File: src/rmm_pkg.sv
// Shared types and constants for the running median multiset block.
package rmm_pkg;

  localparam int unsigned CAPACITY_DEF    = 64;
  localparam int unsigned SAMPLE_BITS_DEF = 16;

  // Fixed field widths on the channels
  localparam int unsigned SAMPLE_W = 16;
  localparam int unsigned MEDIAN_W = 17;
  localparam int unsigned COUNT_W  = 7;
  localparam int unsigned FAULT_W  = 2;

  typedef enum logic {
    REQ_INSERT = 1'b0,
    REQ_REMOVE = 1'b1
  } req_type_e;

  typedef enum logic [FAULT_W-1:0] {
    FAULT_NONE   = 2'd0,
    FAULT_ABSENT = 2'd1,
    FAULT_FULL   = 2'd2
  } fault_e;

  // Compare flags from the shared unit
  typedef struct packed {
    logic gt;  // stored entry above the request sample
    logic eq;  // stored entry equals the request sample
  } cmp_flags_t;

endpackage

File: src/rmm_if.sv
// Request and result channel interfaces.
interface rmm_req_if;
  logic                          valid;
  logic                          ready;
  logic                          req_type;
  logic signed [rmm_pkg::SAMPLE_W-1:0] sample;

  modport source (output valid, output req_type, output sample, input ready);
  modport sink   (input valid, input req_type, input sample, output ready);
endinterface

interface rmm_res_if;
  logic                                valid;
  logic                                ready;
  logic signed [rmm_pkg::MEDIAN_W-1:0] median_x2;
  logic [rmm_pkg::COUNT_W-1:0]         element_count;
  logic [rmm_pkg::FAULT_W-1:0]         fault;

  modport source (output valid, output median_x2, output element_count, output fault,
                  input ready);
  modport sink   (input valid, input median_x2, input element_count, input fault,
                  output ready);
endinterface

File: src/rmm_store.sv
// Ordered sample store: single write port, one registered read port.
module rmm_store #(
  parameter int unsigned DEPTH = rmm_pkg::CAPACITY_DEF,
  parameter int unsigned WIDTH = rmm_pkg::SAMPLE_BITS_DEF,
  localparam int unsigned AW   = (DEPTH > 1) ? $clog2(DEPTH) : 1
) (
  input  logic                    clk_i,
  input  logic                    we_i,
  input  logic [AW-1:0]           waddr_i,
  input  logic signed [WIDTH-1:0] wdata_i,
  input  logic                    re_i,
  input  logic [AW-1:0]           raddr_i,
  output logic signed [WIDTH-1:0] rdata_o
);

  logic signed [WIDTH-1:0] mem_q [DEPTH];
  logic signed [WIDTH-1:0] rdata_q;

  always_ff @(posedge clk_i) begin
    if (we_i) begin
      mem_q[waddr_i] <= wdata_i;
    end
  end

  always_ff @(posedge clk_i) begin
    if (re_i) begin
      rdata_q <= mem_q[raddr_i];
    end
  end

  assign rdata_o = rdata_q;

endmodule

File: src/rmm_alu.sv
// Shared compare and add unit used by the compare and median steps of the sequencer.
module rmm_alu #(
  parameter int unsigned WIDTH = rmm_pkg::SAMPLE_BITS_DEF
) (
  input  logic signed [WIDTH-1:0] entry_i,
  input  logic signed [WIDTH-1:0] sample_i,
  input  logic signed [WIDTH-1:0] acc_i,
  input  logic                    use_acc_i,
  output rmm_pkg::cmp_flags_t     flags_o,
  output logic signed [WIDTH:0]   sum_o
);
  import rmm_pkg::*;

  logic signed [WIDTH:0] op_a;
  logic signed [WIDTH:0] op_b;

  always_comb begin
    flags_o.gt = entry_i > sample_i;
    flags_o.eq = entry_i == sample_i;
    // odd count doubles the middle entry, even count adds the lower middle
    op_a  = (WIDTH+1)'(entry_i);
    op_b  = use_acc_i ? (WIDTH+1)'(acc_i) : (WIDTH+1)'(entry_i);
    sum_o = op_a + op_b;
  end

endmodule

File: src/running_median_multiset_unit.sv
// Flow: an insert walks down past larger entries, a remove searches up from the bottom and
// then shifts the later entries down; a full insert or an absent remove reports its fault.
// One request at a time: no new request is taken until the result word is issued, and
// the store walk goes one entry at a time through the single read port.
// Reset: count and last median clear at once; store contents are left as they are and
// the block leaves reset idle and ready for a request.
module running_median_multiset_unit #(
  parameter int unsigned CAPACITY    = rmm_pkg::CAPACITY_DEF,
  parameter int unsigned SAMPLE_BITS = rmm_pkg::SAMPLE_BITS_DEF
) (
  input  logic     clk_i,
  input  logic     rst_ni,
  rmm_req_if.sink   req_i,
  rmm_res_if.source res_o
);
  import rmm_pkg::*;

  localparam int unsigned AW = (CAPACITY > 1) ? $clog2(CAPACITY) : 1;
  localparam int unsigned CW = $clog2(CAPACITY + 1);
  localparam logic [CW-1:0] CAP_CNT = CW'(CAPACITY);

  typedef enum logic [10:0] {
    ST_IDLE    = 11'b000_0000_0001,
    ST_INS_RD  = 11'b000_0000_0010,
    ST_INS_CMP = 11'b000_0000_0100,
    ST_REM_RD  = 11'b000_0000_1000,
    ST_REM_CMP = 11'b000_0001_0000,
    ST_SH_RD   = 11'b000_0010_0000,
    ST_SH_WR   = 11'b000_0100_0000,
    ST_MED_RD  = 11'b000_1000_0000,
    ST_MED_A   = 11'b001_0000_0000,
    ST_MED_B   = 11'b010_0000_0000,
    ST_FIN     = 11'b100_0000_0000
  } state_e;

  state_e state_q, state_d;

  logic [CW-1:0]                 pos_q, pos_d;
  logic [CW-1:0]                 cnt_q, cnt_d;
  logic signed [SAMPLE_BITS-1:0] v_q, v_d;
  logic signed [SAMPLE_BITS-1:0] acc_q, acc_d;
  logic signed [MEDIAN_W-1:0]    median_q, median_d;
  fault_e                        fault_q, fault_d;

  logic                          res_valid_q, res_valid_d;
  logic signed [MEDIAN_W-1:0]    res_median_q, res_median_d;
  logic [COUNT_W-1:0]            res_count_q, res_count_d;
  fault_e                        res_fault_q, res_fault_d;

  // memory and shared unit hookup
  logic                          we;
  logic [CW-1:0]                 waddr_w;
  logic signed [SAMPLE_BITS-1:0] wdata;
  logic                          re;
  logic [CW-1:0]                 raddr_w;
  logic signed [SAMPLE_BITS-1:0] rdata;
  cmp_flags_t                    flags;
  logic signed [SAMPLE_BITS:0]   sum;
  logic                          use_acc;

  logic [31:0]                   raw_w;
  logic signed [SAMPLE_BITS-1:0] sample_v;
  logic signed [32:0]            sum_w;
  logic [31:0]                   cnt_w;
  logic [CW-1:0]                 pos_m1;
  logic [CW-1:0]                 pos_p1;
  logic [CW-1:0]                 half;
  logic                          out_free;

  assign raw_w    = {{(32-SAMPLE_W){1'b0}}, req_i.sample};
  assign sample_v = signed'(raw_w[SAMPLE_BITS-1:0]);
  assign sum_w    = 33'(sum);
  assign cnt_w    = {{(32-CW){1'b0}}, cnt_q};
  assign pos_m1   = pos_q - 1'b1;
  assign pos_p1   = pos_q + 1'b1;
  assign half     = cnt_q >> 1;
  assign out_free = !res_valid_q || res_o.ready;

  rmm_store #(
    .DEPTH (CAPACITY),
    .WIDTH (SAMPLE_BITS)
  ) u_store (
    .clk_i   (clk_i),
    .we_i    (we),
    .waddr_i (waddr_w[AW-1:0]),
    .wdata_i (wdata),
    .re_i    (re),
    .raddr_i (raddr_w[AW-1:0]),
    .rdata_o (rdata)
  );

  rmm_alu #(
    .WIDTH (SAMPLE_BITS)
  ) u_alu (
    .entry_i   (rdata),
    .sample_i  (v_q),
    .acc_i     (acc_q),
    .use_acc_i (use_acc),
    .flags_o   (flags),
    .sum_o     (sum)
  );

  always_comb begin
    state_d      = state_q;
    pos_d        = pos_q;
    cnt_d        = cnt_q;
    v_d          = v_q;
    acc_d        = acc_q;
    median_d     = median_q;
    fault_d      = fault_q;
    res_valid_d  = res_valid_q;
    res_median_d = res_median_q;
    res_count_d  = res_count_q;
    res_fault_d  = res_fault_q;
    we           = 1'b0;
    waddr_w      = pos_q;
    wdata        = v_q;
    re           = 1'b0;
    raddr_w      = pos_q;
    use_acc      = 1'b0;

    if (res_valid_q && res_o.ready) begin
      res_valid_d = 1'b0;
    end

    case (state_q)
      ST_IDLE: begin
        if (req_i.valid) begin
          v_d     = sample_v;
          fault_d = FAULT_NONE;
          if (req_type_e'(req_i.req_type) == REQ_REMOVE) begin
            pos_d   = '0;
            state_d = ST_REM_RD;
          end else begin
            pos_d   = cnt_q;
            state_d = ST_INS_RD;
          end
        end
      end
      ST_INS_RD: begin
        if (cnt_q == CAP_CNT) begin
          fault_d = FAULT_FULL;
          state_d = ST_FIN;
        end else if (pos_q == '0) begin
          we      = 1'b1;
          cnt_d   = cnt_q + 1'b1;
          state_d = ST_MED_RD;
        end else begin
          re      = 1'b1;
          raddr_w = pos_m1;
          state_d = ST_INS_CMP;
        end
      end
      ST_INS_CMP: begin
        we = 1'b1;
        if (flags.gt) begin
          // open a gap: larger entry moves up one place
          wdata   = rdata;
          pos_d   = pos_m1;
          state_d = ST_INS_RD;
        end else begin
          cnt_d   = cnt_q + 1'b1;
          state_d = ST_MED_RD;
        end
      end
      ST_REM_RD: begin
        if (pos_q == cnt_q) begin
          fault_d = FAULT_ABSENT;
          state_d = ST_FIN;
        end else begin
          re      = 1'b1;
          state_d = ST_REM_CMP;
        end
      end
      ST_REM_CMP: begin
        if (flags.eq) begin
          state_d = ST_SH_RD;
        end else begin
          pos_d   = pos_p1;
          state_d = ST_REM_RD;
        end
      end
      ST_SH_RD: begin
        if (pos_p1 >= cnt_q) begin
          cnt_d   = cnt_q - 1'b1;
          state_d = ST_MED_RD;
        end else begin
          re      = 1'b1;
          raddr_w = pos_p1;
          state_d = ST_SH_WR;
        end
      end
      ST_SH_WR: begin
        we      = 1'b1;
        wdata   = rdata;
        pos_d   = pos_p1;
        state_d = ST_SH_RD;
      end
      ST_MED_RD: begin
        if (cnt_q == '0) begin
          // empty set keeps the last median
          state_d = ST_FIN;
        end else begin
          re      = 1'b1;
          raddr_w = cnt_q[0] ? half : half - 1'b1;
          state_d = ST_MED_A;
        end
      end
      ST_MED_A: begin
        if (cnt_q[0]) begin
          median_d = sum_w[MEDIAN_W-1:0];
          state_d  = ST_FIN;
        end else begin
          acc_d   = rdata;
          re      = 1'b1;
          raddr_w = half;
          state_d = ST_MED_B;
        end
      end
      ST_MED_B: begin
        use_acc  = 1'b1;
        median_d = sum_w[MEDIAN_W-1:0];
        state_d  = ST_FIN;
      end
      ST_FIN: begin
        if (out_free) begin
          res_valid_d  = 1'b1;
          res_median_d = median_q;
          res_count_d  = cnt_w[COUNT_W-1:0];
          res_fault_d  = fault_q;
          state_d      = ST_IDLE;
        end
      end
      default: begin
        state_d = ST_IDLE;
      end
    endcase
  end

  always_ff @(posedge clk_i or negedge rst_ni) begin
    if (!rst_ni) begin
      state_q     <= ST_IDLE;
      cnt_q       <= '0;
      median_q    <= '0;
      res_valid_q <= 1'b0;
    end else begin
      state_q     <= state_d;
      cnt_q       <= cnt_d;
      median_q    <= median_d;
      res_valid_q <= res_valid_d;
    end
  end

  always_ff @(posedge clk_i) begin
    pos_q        <= pos_d;
    v_q          <= v_d;
    acc_q        <= acc_d;
    fault_q      <= fault_d;
    res_median_q <= res_median_d;
    res_count_q  <= res_count_d;
    res_fault_q  <= res_fault_d;
  end

  assign req_i.ready         = (state_q == ST_IDLE);
  assign res_o.valid         = res_valid_q;
  assign res_o.median_x2     = res_median_q;
  assign res_o.element_count = res_count_q;
  assign res_o.fault         = res_fault_q;

endmodule

File: src/flat_wrapper.sv
// flat-port wrapper written by rule: the top's interface ports become plain ports
module running_median_multiset_unit_flat import rmm_pkg::*;
#(
  parameter int unsigned CAPACITY    = rmm_pkg::CAPACITY_DEF,
  parameter int unsigned SAMPLE_BITS = rmm_pkg::SAMPLE_BITS_DEF
)
  (clk_i, rst_ni, req_i_valid, req_i_req_type, req_i_sample, req_i_ready, res_o_valid, res_o_median_x2, res_o_element_count, res_o_fault, res_o_ready);
  rmm_req_if req_i_i ();
  rmm_res_if res_o_i ();
  input  logic clk_i;
  input  logic rst_ni;
  input wire logic [$bits(req_i_i.valid)-1:0] req_i_valid;
  input wire logic [$bits(req_i_i.req_type)-1:0] req_i_req_type;
  input wire logic [$bits(req_i_i.sample)-1:0] req_i_sample;
  output wire logic [$bits(req_i_i.ready)-1:0] req_i_ready;
  output wire logic [$bits(res_o_i.valid)-1:0] res_o_valid;
  output wire logic [$bits(res_o_i.median_x2)-1:0] res_o_median_x2;
  output wire logic [$bits(res_o_i.element_count)-1:0] res_o_element_count;
  output wire logic [$bits(res_o_i.fault)-1:0] res_o_fault;
  input wire logic [$bits(res_o_i.ready)-1:0] res_o_ready;
  assign req_i_i.valid = req_i_valid;
  assign req_i_i.req_type = req_i_req_type;
  assign req_i_i.sample = req_i_sample;
  assign req_i_ready = req_i_i.ready;
  assign res_o_valid = res_o_i.valid;
  assign res_o_median_x2 = res_o_i.median_x2;
  assign res_o_element_count = res_o_i.element_count;
  assign res_o_fault = res_o_i.fault;
  assign res_o_i.ready = res_o_ready;
  running_median_multiset_unit #(.CAPACITY(CAPACITY), .SAMPLE_BITS(SAMPLE_BITS)) u_core (.clk_i(clk_i), .rst_ni(rst_ni), .req_i(req_i_i), .res_o(res_o_i));
endmodule
File: config.mk
export PLATFORM = sky130hd
export DESIGN_NAME = running_median_multiset_unit_flat
export DESIGN_NICKNAME = d
export VERILOG_FILES = /design/src/rmm_pkg.sv /design/src/rmm_if.sv /design/src/rmm_store.sv /design/src/rmm_alu.sv /design/src/running_median_multiset_unit.sv /design/src/flat_wrapper.sv
export SDC_FILE = /design/constraint.sdc
export NUM_CORES = 2
export LEC_CHECK = 0
export BUFFER_PORTS_ARGS = -buffer_cell sky130_fd_sc_hd__buf_4
export CORE_MARGIN = 5
export CORE_UTILIZATION = 39
export DETAILED_ROUTE_END_ITERATION = 10
export MAX_ROUTING_LAYER = met4
export PLACE_DENSITY = 0.58
export SETUP_SLACK_MARGIN = 0.15
export SLEW_MARGIN = 0
export SYNTH_ARGS = -nofsm -noshare
export SYNTH_HDL_FRONTEND = slang
export SYNTH_SLANG_ARGS = --single-unit
File: constraint.sdc
create_clock -name clk_i -period 7.7 [get_ports clk_i]
set_input_delay 0.77 -clock clk_i [delete_from_list [all_inputs] [get_ports clk_i]]
set_output_delay 0.77 -clock clk_i [all_outputs]
set_load 0.1 [all_outputs]
==> run metrics <==
post-synthesis sequential area ratio=0.719; Worst VDD drop=0.344 mV; first-pass GRT wire length=185 mm; number of synthesized flops with an enable pin=1107; Skew-Pair Late Insertion Delay=0.72 ns; Antenna Nets Post-Route=0; Yosys reg bits=1143; final instance area=53700 µm²; Slew HR=0.0933; Syn Nets=3512; Mapped Area=47500 µm²; Synth cell types=81; cells resized by post-CTS repair=0; drt wl/cell=23.8 µm; non-filler instance count after layout=5256; Port Buffer Count=48; Max stage delay on crit path=0.75 ns; max-cap viol count=0; initial antenna violation count=3; power density over cell area=367 nW/µm²; crit-path max FO=107; Post-Route WL=125 mm; Post-CTS Setup Inserts=0; Worst-Margin Slew=1.36 ns; Worst Skew=0.0347 ns; Initial Util=0.391; GRT overflow=0; CP endpoint kind=register; worst hold-check path type=input port to asynchronous set/reset pin; root buf cell=clkbuf_16; fin nets=3605; length of routed met3 wiring=8.36 mm; final setup TNS=0 ns; Critical Path RT=8.14 ns; Syn Area/Cell=13.8 µm²; uppermost layer routed=met4; DR WL met2=57.2 mm; final setup fails=0; Multi-input gate area=12400 µm²; CP arrival=6.54 ns; DP HPWL=74.0 mm; P_sw=7250 µW; H-tree levels=3; RSZ-0062 raised after global routing=no; top-area cell type share of the netlist area=0.700; Sw Ratio=0.368; via count=28800; Area Overhead vs Synth=13.0%; Placed Instance Area=50000 µm²; Seq pwr share=0.386; Async SR Flop Fraction=0.0315; Filler cells=11000; worst-case clock buffer depth=3; critical path startpoint category=register; pins over their slew limit=0; CTS buffer count=119; WL met1=56.5 mm; Die ar.=129000 µm²; ys flop type=edfxtp_1; Worst-path clk slew=0.06 ns; largest net degree at the start of global routing=138; CTS Hold Bufs=0; global-route total usage across every layer=0.194; I/O pins=49; status=completed; crit path cell chain=nand3_1, nor2_1, xor2_1, ha_1, a21oi_1, o21ai_0, a21oi_1, nand2_1, inv_2, o2111ai_1, a21oi_4, buf_12, mux2i_1, mux2i_1, a22oi_1, nand4_1, or3_1; Tcrit/Tclk final=0.792; P_int=12400 µW; CP max stage cell=edfxtp_1; most common cell after layout, fill and taps aside=edfxtp_1; R2R cell count=17; combinational power share=0.340; clock share of power=0.274; cell taking the most area after synthesis=edfxtp_1; vias in the first global route=27000; routability congestion estimate=0.876; TritonCTS clock tree=yes; share of cells above drive strength 1=0.113; DRC viols=0; Core ar.=121000 µm²; DR vias/cell=5.47; DR iter-0 viols=3179; Rows=128; P_leak=0.0192 µW; cell count after placement=5037; Hold Vio Cnt, Final=0; most frequent cells in the layout=edfxtp_1 (1107), nand2_1 (706), nand3_1 (475); drt pass-1 iters=5; ranking of synthesized cells by area=edfxtp_1 (70%), mux2i_1 (5.9%), nand2_1 (5.6%); clock sink count=1143; crit path kind=register to register; highest clock rate=164 MHz; Die Span Y=359 µm; Reg area=34100 µm²; Die W=359 µm; Tmin final=6.10 ns; Syn Inst Count=3441; synth warn=0
layer usage:
| metal | track usage | vias to the layer above |
|---|---|---|
| met3 | 0.0268 | 178 |
| met4 | 0.0492 | 0 |
| met1 | 0.282 | 14500 |
| met5 | - | - |
| met2 | 0.291 | 1056 |
| li1 | - | 13000 |
worst paths after layout:
path,from,endpoint,slack (ns)
setup / recovery,u_core.pos_q[3],u_core.u_store.rdata_o[9],1.60
hold / removal,rst_ni,u_core.median_q[6],0.04
setup reg to reg,u_core.pos_q[3],u_core.u_store.rdata_o[9],1.60
hold reg to reg,u_core.fault_q[1],u_core.res_o.fault[1],0.42
max in group asynchronous,rst_ni,u_core.state_q[0],7.30
min in group clk_i,req_i_sample[14],u_core.v_q[14],0.24
synth_stat cells (30+ instances only):
cell type and count:
nand3_1 475, nor2_1 114, nand2_1 706, edfxtp_1 1107
nand4_1 55, buf_2 35, a22oi_1 31, clkbuf_1 121
mux2i_1 279, dfrtp_1 35, inv_1 36, mux2_2 36
ha_1 48, a32oi_1 30, a21oi_1 43
kinds of logic (layout without fill, tap and decap cells):
group                    Yosys count  after routing  share of synthesized area
AND/OR/NAND/NOR                 1467           1467                      0.140
flip-flops                      1143           1143                      0.719
other                              0              2                          0
buffers and inverters            227            415                     0.0220
AO/OA/AOI/OAI                    202            202                     0.0308
XOR/XNOR                          37             37                    0.00682
multiplexers                     315            315                     0.0674
adder cells (fa/ha/maj)           50             50                     0.0135
power groups by stage:
stage | logic, µW | registers (µW) | clock network (µW)
after floorplan | 4540 | 7580 | 0
after global placement | 6660 | 7720 | 0
after detailed placement | 6700 | 7720 | 0
after CTS | 6720 | 7590 | 5510
after global routing | 7220 | 7600 | 5770
final | 6690 | 7600 | 5400
state kept, by name (all words and copies together), names as in the netlist:
register / flops
u_core.pos_q: 7
u_core.res_o.valid: 1
u_core.acc_q: 16
u_core.median_q: 17
u_core.u_store.rdata_o: 16
u_core.res_o.median_x2: 17
u_core.cnt_q: 7
u_core.u_store.mem_q: 1024
u_core.res_o.fault: 2
u_core.state_q: 11
u_core.fault_q: 2
u_core.res_o.element_count: 7
u_core.v_q: 16
worst max-delay path: cells and delay by family, from the launching register on:
| kind | cells | cell delay [ns] |
|---|---|---|
| simple gates | 5 | 1.49 |
| buf+inv | 2 | 0.83 |
| fa+ha+maj | 1 | 0.29 |
| xor+xnor | 1 | 0.24 |
| flops | 1 | 0.75 |
| compound gates | 6 | 1.72 |
| mux | 2 | 0.41 |
cell type report:
class | instances | share of cell area
Clock buffer | 141 | 0.0586
Tap cell | 1625 | 0.0379
Inverter | 40 | 0.00289
Antenna cell | 2 | 0.0000932
Multi-Input combinational cell | 2071 | 0.230
Timing Repair Buffer | 159 | 0.0244
Clock inverter | 75 | 0.00960
Sequential cell | 1143 | 0.636
per-stage QoR:
step                      hold WS [ns]  utilization  setup slack, ns  total power (µW)
after CTS                      0.00649        0.442             1.65             19800
after global routing            0.0339        0.442             1.28             20600
after detailed placement         0.412        0.412             1.66             14400
final                           0.0359        0.442             1.60             19700
after floorplan                  0.400            -             2.58             12100
after global placement           0.418        0.412             1.71             14400
(Power assumes the default switching activity.)
